<file path="src/design/cmo_pkg.sv">
// package: types, constants and codes of the message object controller
package cmo_pkg;

    localparam int NUM_OBJECTS = 16;
    localparam int IDX_W = $clog2(NUM_OBJECTS);

    localparam logic [2:0] OP_WR_CTRL = 3'd0;
    localparam logic [2:0] OP_WR_DATA = 3'd1;
    localparam logic [2:0] OP_CLEAR   = 3'd2;
    localparam logic [2:0] OP_READ    = 3'd3;
    localparam logic [2:0] OP_RX      = 3'd4;
    localparam logic [2:0] OP_TX_DONE = 3'd5;
    localparam logic [2:0] OP_SERVICE = 3'd6;

    localparam logic [1:0] ST_OK      = 2'd0;
    localparam logic [1:0] ST_REF_IRQ = 2'd1;
    localparam logic [1:0] ST_REF_INIT = 2'd2;
    localparam logic [1:0] ST_NO_MATCH = 2'd3;

    localparam logic [1:0] CFG_INIT   = 2'd0;
    localparam logic [1:0] CFG_ENABLE = 2'd1;
    localparam logic [1:0] CFG_MASTER = 2'd2;

    localparam int F_DIR = 0;
    localparam int F_MSGVAL = 1;
    localparam int F_RXIE = 2;
    localparam int F_TXIE = 3;
    localparam int F_TXRQ = 4;
    localparam int F_CPUUPD = 5;
    localparam int F_INTPND = 6;
    localparam int F_NEWDAT = 7;
    localparam int F_MSGLST = 8;

    typedef enum logic [1:0] {
        t_idle_s,
        t_exec_s,
        t_out_s
    } t_state;

    // controller to datapath
    typedef struct packed {
        logic capture;
        logic execute;
    } t_cmd;

    // datapath to controller
    typedef struct packed {
        logic busy;
    } t_stat;

    function automatic logic [63:0] keep_bytes(input logic [63:0] d, input logic [3:0] len);
        logic [63:0] m;
        m = '0;
        for (int b = 0; b < 8; b++) begin
            if (len > 4'(b)) m[b*8 +: 8] = 8'hff;
        end
        return d & m;
    endfunction

endpackage

</file>
<file path="src/design/can_message_object_controller_core.sv">
// top level of the message object controller
// channel | direction | handshake
// item    | in        | i_valid / o_ready
// result  | out       | o_valid / i_ready
// config  | in        | i_cfg_we, no wait
// an item is captured, then executed over the object table
// the result is held in an output register until transferred; the next item
// is accepted in the cycle the result is taken
// synchronous active-low reset clears the object table and all flags
module can_message_object_controller_core import cmo_pkg::*; (
    input  logic        i_clk,
    input  logic        i_rst_n,
    input  logic        i_cfg_we,
    input  logic [1:0]  i_cfg_index,
    input  logic        i_cfg_data,
    input  logic        i_valid,
    output logic        o_ready,
    input  logic [2:0]  i_opcode,
    input  logic [3:0]  i_object_index,
    input  logic [10:0] i_frame_id,
    input  logic [3:0]  i_frame_length,
    input  logic [63:0] i_frame_data,
    input  logic [5:0]  i_control_bits,
    input  logic [2:0]  i_clear_mask,
    input  logic        i_bus_off,
    output logic        o_valid,
    input  logic        i_ready,
    output logic [1:0]  o_status,
    output logic        o_tx_start,
    output logic [10:0] o_out_id,
    output logic [3:0]  o_out_length,
    output logic [63:0] o_out_data,
    output logic [8:0]  o_out_flags,
    output logic        o_status_irq,
    output logic        o_msg_irq_valid,
    output logic [3:0]  o_msg_irq_object,
    output logic        o_rx_ok
);
    logic r_init, r_enable, r_master;
    t_cmd  cmd;
    t_stat stat;

    always_ff @(posedge i_clk) begin
        if (!i_rst_n) begin
            r_init <= 1'b0;
            r_enable <= 1'b0;
            r_master <= 1'b0;
        end else if (i_cfg_we) begin
            unique case (i_cfg_index)
                CFG_INIT:   r_init <= i_cfg_data;
                CFG_ENABLE: r_enable <= i_cfg_data;
                CFG_MASTER: r_master <= i_cfg_data;
                default: ;
            endcase
        end
    end

    cmo_ctrl u_ctrl (
        .i_clk(i_clk), .i_rst_n(i_rst_n), .i_valid(i_valid), .o_ready(o_ready),
        .o_valid(o_valid), .i_ready(i_ready), .i_stat(stat), .o_cmd(cmd)
    );

    cmo_datapath u_dp (
        .i_clk(i_clk), .i_rst_n(i_rst_n), .i_cmd(cmd), .o_stat(stat),
        .i_cfg_init(r_init), .i_cfg_enable(r_enable), .i_cfg_master(r_master),
        .i_opcode(i_opcode), .i_object_index(i_object_index), .i_frame_id(i_frame_id),
        .i_frame_length(i_frame_length), .i_frame_data(i_frame_data),
        .i_control_bits(i_control_bits), .i_clear_mask(i_clear_mask),
        .i_bus_off(i_bus_off), .o_status(o_status), .o_tx_start(o_tx_start),
        .o_out_id(o_out_id), .o_out_length(o_out_length), .o_out_data(o_out_data),
        .o_out_flags(o_out_flags), .o_status_irq(o_status_irq),
        .o_msg_irq_valid(o_msg_irq_valid), .o_msg_irq_object(o_msg_irq_object),
        .o_rx_ok(o_rx_ok)
    );
endmodule

</file>
<file path="src/design/cmo_ctrl.sv">
// controller: sequences capture, execute and result hand-off
module cmo_ctrl import cmo_pkg::*; (
    input  logic  i_clk,
    input  logic  i_rst_n,
    input  logic  i_valid,
    output logic  o_ready,
    output logic  o_valid,
    input  logic  i_ready,
    input  t_stat i_stat,
    output t_cmd  o_cmd
);
    t_state r_state, n_state;

    always_ff @(posedge i_clk) begin
        if (!i_rst_n) r_state <= t_idle_s;
        else r_state <= n_state;
    end

    always_comb begin
        n_state = r_state;
        unique case (r_state)
            t_idle_s: if (i_valid) n_state = t_exec_s;
            t_exec_s: n_state = t_out_s;
            t_out_s:  if (i_ready) n_state = i_valid ? t_exec_s : t_idle_s;
            default:  n_state = t_idle_s;
        endcase
    end

    always_comb begin
        o_ready = 1'b0;
        o_valid = 1'b0;
        o_cmd = '0;
        unique case (r_state)
            t_idle_s: begin
                o_ready = 1'b1;
                o_cmd.capture = i_valid;
            end
            t_exec_s: o_cmd.execute = 1'b1;
            t_out_s: begin
                o_valid = 1'b1;
                // next item may enter as the result leaves
                o_ready = i_ready;
                o_cmd.capture = i_ready & i_valid;
            end
            default: ;
        endcase
    end

    a_exec_from_capture: assert property (@(posedge i_clk) disable iff (!i_rst_n)
        o_cmd.capture |=> r_state == t_exec_s) else $error("capture not followed by execute");
    a_exec_one: assert property (@(posedge i_clk) disable iff (!i_rst_n)
        o_cmd.execute |=> o_valid) else $error("result not shown after execute");
    a_hold: assert property (@(posedge i_clk) disable iff (!i_rst_n)
        o_valid && !i_ready |=> o_valid) else $error("result dropped");
    a_busy: assert property (@(posedge i_clk) disable iff (!i_rst_n)
        o_cmd.execute |-> i_stat.busy) else $error("execute without captured item");
endmodule

</file>
<file path="src/design/cmo_datapath.sv">
// datapath: object table, rx match, tx scan and interrupt search
module cmo_datapath import cmo_pkg::*; (
    input  logic        i_clk,
    input  logic        i_rst_n,
    input  t_cmd        i_cmd,
    output t_stat       o_stat,
    input  logic        i_cfg_init,
    input  logic        i_cfg_enable,
    input  logic        i_cfg_master,
    input  logic [2:0]  i_opcode,
    input  logic [3:0]  i_object_index,
    input  logic [10:0] i_frame_id,
    input  logic [3:0]  i_frame_length,
    input  logic [63:0] i_frame_data,
    input  logic [5:0]  i_control_bits,
    input  logic [2:0]  i_clear_mask,
    input  logic        i_bus_off,
    output logic [1:0]  o_status,
    output logic        o_tx_start,
    output logic [10:0] o_out_id,
    output logic [3:0]  o_out_length,
    output logic [63:0] o_out_data,
    output logic [8:0]  o_out_flags,
    output logic        o_status_irq,
    output logic        o_msg_irq_valid,
    output logic [3:0]  o_msg_irq_object,
    output logic        o_rx_ok
);
    logic [10:0] r_ids [NUM_OBJECTS];
    logic [8:0]  r_flags [NUM_OBJECTS];
    logic [63:0] r_data [NUM_OBJECTS];
    logic [3:0]  r_lens [NUM_OBJECTS];
    logic r_tx_pending, r_status_update, r_received_ok, r_busy;
    logic [IDX_W-1:0] r_last_tx;

    // captured item
    logic [2:0]  r_op;
    logic [3:0]  r_idx, r_len;
    logic [10:0] r_fid;
    logic [63:0] r_dat;
    logic [5:0]  r_ctrl;
    logic [2:0]  r_clr;
    logic        r_boff;

    assign o_stat.busy = r_busy;

    always_ff @(posedge i_clk) begin
        if (i_cmd.capture) begin
            r_op <= i_opcode;
            r_idx <= i_object_index;
            r_fid <= i_frame_id;
            r_len <= (i_frame_length > 4'd8) ? 4'd8 : i_frame_length;
            r_dat <= i_frame_data;
            r_ctrl <= i_control_bits;
            r_clr <= i_clear_mask;
            r_boff <= i_bus_off;
        end
    end

    logic addr_ok;
    logic [IDX_W-1:0] aidx;
    assign addr_ok = 32'(r_idx) < NUM_OBJECTS;
    assign aidx = IDX_W'(r_idx);

    // rx match and irq-pending search
    logic rx_pend, match_hit;
    logic [IDX_W-1:0] match_i;
    always_comb begin
        rx_pend = 1'b0;
        match_hit = 1'b0;
        match_i = '0;
        for (int i = NUM_OBJECTS - 1; i >= 0; i--) begin
            if (!r_flags[i][F_DIR] && r_flags[i][F_INTPND]) rx_pend = 1'b1;
            if (r_ids[i] == r_fid && !r_flags[i][F_DIR] && r_flags[i][F_MSGVAL]) begin
                match_hit = 1'b1;
                match_i = IDX_W'(i);
            end
        end
    end

    // flags after the rx or tx-done part of the item
    logic [8:0] fl_mid [NUM_OBJECTS];
    logic       rx_do, txd_do, pend_mid;
    assign rx_do = r_op == OP_RX && !i_cfg_init && !rx_pend;
    assign txd_do = r_op == OP_TX_DONE && !i_cfg_init && r_tx_pending;
    always_comb begin
        for (int i = 0; i < NUM_OBJECTS; i++) begin
            fl_mid[i] = r_flags[i];
            if (rx_do && match_hit && match_i == IDX_W'(i)) begin
                if (r_flags[i][F_RXIE]) fl_mid[i][F_INTPND] = 1'b1;
                if (r_flags[i][F_NEWDAT]) fl_mid[i][F_MSGLST] = 1'b1;
                fl_mid[i][F_NEWDAT] = 1'b1;
            end
            if (txd_do && r_last_tx == IDX_W'(i)) begin
                fl_mid[i][F_TXRQ] = 1'b0;
                if (r_flags[i][F_TXIE]) fl_mid[i][F_INTPND] = 1'b1;
            end
        end
        pend_mid = r_tx_pending && !txd_do;
    end

    logic tx_hit, irq_hit;
    logic [IDX_W-1:0] tx_i, irq_i;
    always_comb begin
        tx_hit = 1'b0;
        tx_i = '0;
        irq_hit = 1'b0;
        irq_i = '0;
        for (int i = NUM_OBJECTS - 1; i >= 0; i--) begin
            if (fl_mid[i][F_TXRQ] && fl_mid[i][F_DIR] && fl_mid[i][F_MSGVAL]
                && !fl_mid[i][F_CPUUPD]) begin
                tx_hit = 1'b1;
                tx_i = IDX_W'(i);
            end
            if (fl_mid[i][F_INTPND] && fl_mid[i][F_MSGVAL]) begin
                irq_hit = 1'b1;
                irq_i = IDX_W'(i);
            end
        end
    end

    logic scan_op, tx_go, irq_en;
    assign scan_op = r_op == OP_RX || r_op == OP_TX_DONE || r_op == OP_SERVICE;
    assign tx_go = r_busy && scan_op && !i_cfg_init && !pend_mid && tx_hit;
    assign irq_en = r_op == OP_SERVICE && !i_cfg_init && i_cfg_enable && i_cfg_master;

    always_ff @(posedge i_clk) begin
        if (!i_rst_n) begin
            for (int i = 0; i < NUM_OBJECTS; i++) begin
                r_ids[i] <= '0;
                r_flags[i] <= '0;
                r_data[i] <= '0;
                r_lens[i] <= '0;
            end
            r_tx_pending <= 1'b0;
            r_last_tx <= '0;
            r_status_update <= 1'b0;
            r_received_ok <= 1'b0;
            r_busy <= 1'b0;
        end else begin
            if (i_cmd.capture) r_busy <= 1'b1;
            else if (i_cmd.execute) r_busy <= 1'b0;
            if (i_cmd.execute) begin
                for (int i = 0; i < NUM_OBJECTS; i++) r_flags[i] <= fl_mid[i];
                r_tx_pending <= pend_mid || tx_go;
                if (tx_go) r_last_tx <= tx_i;
                unique case (r_op)
                    OP_WR_CTRL: if (addr_ok) begin
                        r_ids[aidx] <= r_fid;
                        r_flags[aidx] <= {r_flags[aidx][8:6], r_ctrl};
                    end
                    OP_WR_DATA: if (addr_ok) begin
                        r_lens[aidx] <= r_len;
                        r_data[aidx] <= keep_bytes(r_dat, r_len);
                    end
                    OP_CLEAR: if (addr_ok) begin
                        r_flags[aidx] <= r_flags[aidx] & ~{r_clr[2], r_clr[1], r_clr[0], 6'b0};
                    end
                    OP_RX: if (rx_do) begin
                        r_received_ok <= 1'b1;
                        r_status_update <= 1'b1;
                        if (match_hit) begin
                            r_lens[match_i] <= r_len;
                            r_data[match_i] <= keep_bytes(r_dat, r_len);
                        end
                    end
                    OP_SERVICE: if (irq_en && (r_status_update || r_boff))
                        r_status_update <= 1'b0;
                    default: ;
                endcase
            end
        end
    end

    // result register
    always_ff @(posedge i_clk) begin
        if (i_cmd.execute) begin
            o_status <= ST_OK;
            if (r_op == OP_RX) begin
                if (i_cfg_init) o_status <= ST_REF_INIT;
                else if (rx_pend) o_status <= ST_REF_IRQ;
                else if (!match_hit) o_status <= ST_NO_MATCH;
            end
            o_tx_start <= tx_go;
            o_out_id <= '0;
            o_out_length <= '0;
            o_out_data <= '0;
            o_out_flags <= '0;
            if (tx_go) begin
                o_out_id <= r_ids[tx_i];
                o_out_length <= r_lens[tx_i];
                o_out_data <= r_data[tx_i];
            end else if (r_op == OP_READ && addr_ok) begin
                o_out_id <= r_ids[aidx];
                o_out_length <= r_lens[aidx];
                o_out_data <= r_data[aidx];
                o_out_flags <= r_flags[aidx];
            end
            o_status_irq <= irq_en && (r_status_update || r_boff);
            o_msg_irq_valid <= irq_en && irq_hit;
            o_msg_irq_object <= (irq_en && irq_hit) ? 4'(irq_i) : 4'd0;
            o_rx_ok <= r_received_ok || rx_do;
        end
    end
endmodule

</file>
<file path="config.mk">
export PLATFORM = sky130hd
export DESIGN_NAME = can_message_object_controller_core
export DESIGN_NICKNAME = d
export VERILOG_FILES = /design/src/design/cmo_pkg.sv /design/src/design/can_message_object_controller_core.sv /design/src/design/cmo_ctrl.sv /design/src/design/cmo_datapath.sv
export SDC_FILE = /design/constraint.sdc
export NUM_CORES = 2
export LEC_CHECK = 0
export ABC_AREA = 1
export BUFFER_PORTS_ARGS = -buffer_cell sky130_fd_sc_hd__buf_2
export CAP_MARGIN = 15
export CORE_MARGIN = 8
export CORE_UTILIZATION = 35
export DETAILED_ROUTE_END_ITERATION = 8
export GPL_ROUTABILITY_DRIVEN = 1
export HOLD_SLACK_MARGIN = 0.05
export PLACE_DENSITY_LB_ADDON = 0.08
export SYNTH_ARGS = -nofsm -noshare
export SYNTH_HDL_FRONTEND = slang
export SYNTH_SLANG_ARGS = --single-unit
</file>
<file path="constraint.sdc">
create_clock -name i_clk -period 8.9 [get_ports i_clk]
set_clock_uncertainty 0.2 [all_clocks]
set_input_delay 0.445 -clock i_clk [delete_from_list [all_inputs] [get_ports i_clk]]
set_output_delay 0.445 -clock i_clk [all_outputs]
set_load 0.01 [all_outputs]
</file>
---- Word-level counts from Yosys, hierarchy flattened ----
Memory sizes are Yosys's and may differ from the RTL's. A register that Yosys moved wholly into a read port is not among the register bits.
Cells that the tools add are included.
storage, ports and cells
  bits in writable memories ............... 1408
  input port bits ......................... 104
  output and inout bits ................... 100
  bits in registers ....................... 207
  memories kept ........................... 4
memory list
  name          depth  bits a word  rd ports  clocked after memory_dff  write ports  RTL line            text
  u_dp.r_data   16     64           2         1                         16           cmo_datapath.sv:31  logic [63:0] r_data [NUM_OBJECTS];
  u_dp.r_ids    16     11           18        1                         16           cmo_datapath.sv:29  logic [10:0] r_ids [NUM_OBJECTS];
  u_dp.r_flags  16     9            17        1                         17           cmo_datapath.sv:30  logic [8:0] r_flags [NUM_OBJECTS];
  u_dp.r_lens   16     4            2         1                         16           cmo_datapath.sv:32  logic [3:0] r_lens [NUM_OBJECTS];
operators by class
  bitwise operators ....................... 25
  $lt $le $gt $ge ......................... 9
  reductions and logical operators ........ 225
  multiplexer cells ....................... 359
  eq/ne operators ......................... 60
operators with widths
  kind                  number
  $mux W8               72
  $mux W64              4
  $mux W4               53
  $mux W1               179
  $eq A11 B11 Y1        16
  $logic_and A1 B1 Y1   159
  $mux W9               17
  $and A64 B64 Y64      2
  $reduce_or A64 Y1     2
  $eq A4 B4 Y1 const B  16
  $mux W3               20
  $logic_not A1 Y1      36
  $mux W11              3
  $eq A4 B3 Y1 const B  8
  $or A1 B1 Y1          17
  $eq A4 B2 Y1 const B  4
  $gt A4 B3 Y1 const B  4
  $mux W2               7
  $reduce_or A11 Y1     1
  $reduce_and A2 Y1     5
  $and A9 B9 Y9         1
  $eq A3 B3 Y1 const B  3
  $not A9 Y9            1
  $reduce_or A9 Y1      1
  other kinds (25)      47

---- Logic depth before layout (Yosys ltp) ----
An unclocked memory read counts as a cell.
  word-level depth ........................ 46
  mapped depth ............................ 41
  depth with buffers taken out ............ 40

---- By module ----
Synthesis repeated with hierarchy kept, for this count alone.
second synthesis, totals
  cell total of the unflattened synthesis .. 9525
  area, all modules ....................... 85856.1 sq um
modules (own cells, without submodules)
  module                              cells each  area each (sq um)  seq. area each (sq um)  instances
  cmo_datapath                        9485        85602.1            48346.4                 1
  can_message_object_controller_core  23          140.1              60.1                    1
  cmo_ctrl                            17          113.9              40.0                    1

---- Least setup slack after synthesis ----
OpenSTA, ideal clock, no wires.
  path kind ............................... register to register
  from .................................... register u_dp.r_fid[3]
  to ...................................... memory u_dp.r_data[11][0] (enable)
  clock period less this slack ............ 4.761 ns
  library setup time ...................... 0.428 ns
  path buffers ............................ 4
  cell stages (with the launch flop) ...... 19
  required time ........................... 8.272 ns
  arrival time ............................ 4.133 ns
  setup slack ............................. 4.139 ns
  cells stage by stage .................... edfxtp_1 buf_2 inv_2 buf_2 buf_4 o22ai_1 nor4_1 nand3_1 nand2_1 nor2_1 nand2_1 nor2_1 nor2_2 o21ai_0 inv_1 nor2_1 nand2_1 clkbuf_1 nand2_1
RTL lines
  item                      RTL line            text
  start: declaration        cmo_datapath.sv:39  logic [10:0] r_fid;
  start signal: assignment  cmo_datapath.sv:51  r_fid <= i_frame_id;
  end: declaration          cmo_datapath.sv:31

==> impl_metrics.xml <==
<?xml version="1.0" encoding="UTF-8"?>
<metrics>
  <group name="global_routing">
    <metric name="via_count_of_the_first_global_routing_pass" unit="">74560</metric>
    <metric name="groute.usage.overall" unit="%">27.4</metric>
    <metric name="number_of_antenna_violations_at_the_first_check_in_global_routing" unit="">9</metric>
    <metric name="grt_max_degree" unit="">232</metric>
    <metric name="grt_remaining_overflow" unit="">0</metric>
    <metric name="grt_first_pass_wirelength" unit="um">539000</metric>
  </group>
  <group name="layout">
    <metric name="mostFrequentLayoutCells" unit="">2,061 x nor2_1, 1,602 x edfxtp_1, 1,146 x o21ai_0, 1,105 x nand2_1, 754 x inv_1</metric>
    <metric name="final_cell_count_no_fill" unit="">13137</metric>
    <metric name="final_nets" unit="">9774</metric>
    <metric name="multi_input_comb_area" unit="um^2">31900</metric>
    <metric name="sequential_cell_area" unit="um^2">48500</metric>
    <metric name="flow.area_growth_from_synthesis" unit="%">13.0</metric>
    <metric name="layout_commonest_cell" unit="">nor2_1</metric>
    <metric name="fraction_of_final_layout_cells_with_drive_strength_greater_than_1" unit="%">7.74</metric>
    <metric name="fillCellCount" unit="">24446</metric>
  </group>
  <group name="clocking">
    <metric name="cts_buffers" unit="">191</metric>
    <metric name="cts-root-buf" unit="">clkbuf_16</metric>
    <metric name="tritoncts_clock_tree" unit="">built</metric>
    <metric name="h-tree-depth" unit="">4</metric>
    <metric name="tritoncts_num_sinks" unit="">1619</metric>
    <metric name="clk_pin_slew" unit="ns">0.07</metric>
    <metric name="clkLatencyLatePin" unit="ns">0.87</metric>
    <metric name="post_cts_buffers" unit="">0</metric>
    <metric name="ctsResizeCount" unit="">0</metric>
    <metric name="ctsLongestPathBuffers" unit="">3</metric>
    <metric name="hold_buffers" unit="">148</metric>
  </group>
  <group name="power">
    <metric name="switching_power" unit="mW">5.97</metric>
    <metric name="total_leakage_power" unit="nW">35.4</metric>
    <metric name="power.ir.vdd_worst" unit="mV">0.175</metric>
    <metric name="intPower" unit="mW">14.1</metric>
    <metric name="clock_power_share" unit="%">40.5</metric>
    <metric name="power.total" unit="mW">20.1</metric>
    <metric name="power.share.combinational" unit="%">15.3</metric>
    <metric name="power.share.sequential" unit="%">44.2</metric>
    <metric name="power_density" unit="nW/um^2">205</metric>
    <metric name="netSwitchingFraction" unit="%">29.7</metric>
  </group>
  <group name="sta">
    <metric name="period_needed" unit="ns">6.55</metric>
    <metric name="achievable-frequency" unit="GHz">0.153</metric>
    <metric name="grt_setup_unrepaired" unit="">false</metric>
    <metric name="final_slew_viol_count" unit="">0</metric>
    <metric name="timing.setup.tns" unit="ns">0</metric>
    <metric name="final_critical_path_setup_slack" unit="ns">2.35</metric>
    <metric name="finalSetupViolations" unit="">0</metric>
    <metric name="slew-limit-headroom" unit="%">12.4</metric>
    <metric name="slew_at_the_pin_with_the_worst_max_slew_slack" unit="ns">1.31</metric>
    <metric name="timing.final.hold_violations" unit="">0</metric>
    <metric name="fin_crit_sh" unit="%">73.6</metric>
  </group>
  <group name="critical_path">
    <metric name="worstSetupPathType" unit="">reg -&gt; reg</metric>
    <metric name="crit_arrival" unit="ns">6.90</metric>
    <metric name="required" unit="ns">9.25</metric>
    <metric name="worst-path-max-fanout" unit="">50</metric>
    <metric name="crit_end_element" unit="">register</metric>
    <metric name="crit_path_start_kind" unit="">register</metric>
  </group>
  <group name="floorplanning">
    <metric name="initial_core_util" unit="%">35.2</metric>
    <metric name="die-height" unit="um">514</metric>
    <metric name="row_count" unit="">182</metric>
    <metric name="pin_count" unit="">204</metric>
    <metric name="core_region_area" unit="um^2">246000</metric>
    <metric name="die_area" unit="um^2">264000</metric>
    <metric name="die_width" unit="um">514</metric>
  </group>
  <group name="detailed_routing">
    <metric name="detail_route.vias_per_cell" unit="">5.81</metric>
    <metric name="detail_route.first_pass.iterations" unit="">6</metric>
    <metric name="detail_route.wl_per_cell" unit="um">28.8</metric>
    <metric name="drc" unit="">0</metric>
    <metric name="drt_iter0_drc" unit="">8436</metric>
    <metric name="dr_total_vias" unit="">76353</metric>
    <metric name="wl" unit="um">378000</metric>
    <metric name="antenna_left" unit="">0</metric>
  </group>
  <group name="worst_hold_path">
    <metric name="hp-class" unit="">in -&gt; reg</metric>
  </group>
  <group name="synthesis">
    <metric name="mappedNetlistArea" unit="um^2">86700</metric>
    <metric name="dominant_combinational_cell_family_by_area_after_synthesis" unit="">compound AO/OA/AOI/OAI gates</metric>
    <metric name="synth.net_count" unit="">9899</metric>
    <metric name="synthCells" unit="">9795</metric>
    <metric name="synth_top_cell_area_share" unit="%">55.5</metric>
    <metric name="synth_seq_cells" unit="">1619</metric>
    <metric name="yosys-mux-area-fraction" unit="%">0.0692</metric>
    <metric name="ys_types" unit="">61</metric>
    <metric name="synth_compound_gate_area_share" unit="%">18.7</metric>
    <metric name="synth.area.top_cells" unit="">edfxtp_1 55%, nor2_1 8.9%, o21ai_0 6.6%</metric>
    <metric name="synth.yosys.seq_area_share" unit="%">55.9</metric>
    <metric name="synth_area_leader_cell" unit="">edfxtp_1</metric>
    <metric name="post_synth.cell_area_avg" unit="um^2">8.85</metric>
    <metric name="async_flop_share" unit="%">0</metric>
    <metric name="synth.yosys.warnings" unit="">0</metric>
    <metric name="synth_simple_gate_area_share" unit="%">17.4</metric>
    <metric name="yosys.area_share.xor_xnor" unit="%">0.384</metric>
    <metric name="synth_fa_ha_area_share" unit="%">0</metric>
    <metric name="synth_flop_cell" unit="">edfxtp_1</metric>
    <metric name="number_of_enable_type_register_cells_in_the_synthesized_netlist" unit="">1602</metric>
  </group>
  <group name="place">
    <metric name="hpwlAfterDp" unit="um">222000</metric>
    <metric name="rd_place_congestion" unit="">0.913</metric>
    <metric name="placedCellCount" unit="">12641</metric>
    <metric name="port-buffer-count" unit="">203</metric>
    <metric name="preCtsSetupSlack" unit="ns">2.46</metric>
  </group>
  <group name="outcome">
    <metric name="outcome" unit="">finished clean</metric>
  </group>
  <group name="flow_run">
    <metric name="max_cap_viol_count" unit="">0</metric>
  </group>
</metrics>
==> worst max-delay path, cell delays in order (launching register included) <==
cell and delay (ns):
edfxtp_1 0.67, inv_2 0.39, buf_4 0.38, o22ai_1 0.15, nor2_1 0.13, nor4b_1 0.29, nand3_1 0.17, nand2_1 0.10
nand2_1 0.13, nand2_1 0.10, nand2_1 0.05, nand2_1 0.05, nand2_1 0.10, nand2_1 0.09, nand2_1 0.08, nand2_1 0.15
nand2_2 0.14, nand2_1 0.09, nand2_1 0.15, nor2_1 0.61, nand2_4 0.51, nand2_4 1.06, buf_4 0.34
==> metal layers <==
metal,vias to the layer above,part of all wire [%],GRT usage (%)
li1,33974,-,-
met1,37818,42,36.3
met2,3783,46,45.3
met3,776,7.2,3.66
met4,2,4.7,11.5
met5,-,0.0050,0
==> layout make-up <==
cell class              instances  share of cell area, %
multi-input cells            6536                   32.6
well taps                    3312                   4.23
repair buffers                504                   4.02
flip-flops and latches       1619                   49.5
inverters                     818                   3.23
clock inverters               122                   1.46
diodes                          3                0.00766
clock buffers                 223                   5.00
==> Yosys cell counts, types with 7 or more instances <==
master / number
nor2_1: 2064
edfxtp_1: 1602
o21ai_0: 1146
nand2_1: 1130
inv_1: 757
clkbuf_1: 597
o211ai_1: 583
a21oi_1: 569
nand3_1: 405
o22ai_1: 147
buf_2: 117
o221ai_1: 77
o31ai_1: 67
nand4_1: 55
buf_1: 53
a31oi_1: 39
inv_2: 38
nor4_1: 35
nor3_1: 31
buf_6: 29
buf_4: 26
xor2_1: 24
clkinv_1: 22
o21ai_1: 21
o2111ai_1: 19
dfxtp_1: 17
o31ai_2: 14
xnor2_1: 14
o32ai_1: 13
a211oi_1: 10
a221oi_1: 7
==> path summary, 6_finish.rpt <==
path,startpoint,to,cells past startpoint,slack (ns)
min reg2reg,u_ctrl.r_state[1],u_ctrl.r_state[1],1,0.24
max,u_dp.r_fid[4],u_dp.r_data[1][19],22,2.35
min,i_control_bits[0],u_dp.r_ctrl[0],2,0.11
max reg2reg,u_dp.r_fid[4],u_dp.r_data[1][19],22,2.35
==> power groups by stage <==
stage | sequential [mW] | clock, mW | combinational (mW)
2_1_floorplan | 8.95 | 0 | 1.82
3_3_place_gp | 9.03 | 0 | 2.98
3_5_place_dp | 9.03 | 0 | 2.99
4_1_cts | 8.87 | 8.26 | 3.05
5_1_grt | 8.90 | 8.54 | 3.30
6_report | 8.88 | 8.15 | 3.08
==> registers in the layout (all words and copies together), names as in the netlist, 3 cells and up, named ones only <==
name and cells:
u_dp.r_ids 176, u_dp.r_data 1024, u_dp.o_out_length 4, u_dp.aidx 4, u_dp.r_last_tx 4, u_dp.r_ctrl 6
u_dp.o_out_id 11, u_dp.o_out_data 64, u_dp.r_lens 64, u_dp.r_len 4, u_dp.r_clr 3, u_dp.r_op 3
u_dp.r_fid 11, u_dp.r_dat 64, u_dp.o_out_flags 9, u_dp.r_flags 144, u_dp.o_msg_irq_object 4
==> cell families after synthesis <==
logic type	after synthesis
simple gates	3757
compound gates	2735
buf+inv	1640
flops	1619
xor+xnor	38
mux	6
==> per-stage QoR <==
stage / area, um^2 / hold slack (ns) / util [%]
floorplan: 86700 / 0.217 / -
global placement: 90200 / 0.231 / 36.6
detailed placement: 90200 / 0.231 / 36.6
CTS: 98000 / 0.0506 / 39.8
global route: 98000 / 0.0809 / 39.8
finish: 98000 / 0.107 / 39.8
No activity file was read; power rests on OpenSTA's default activity.
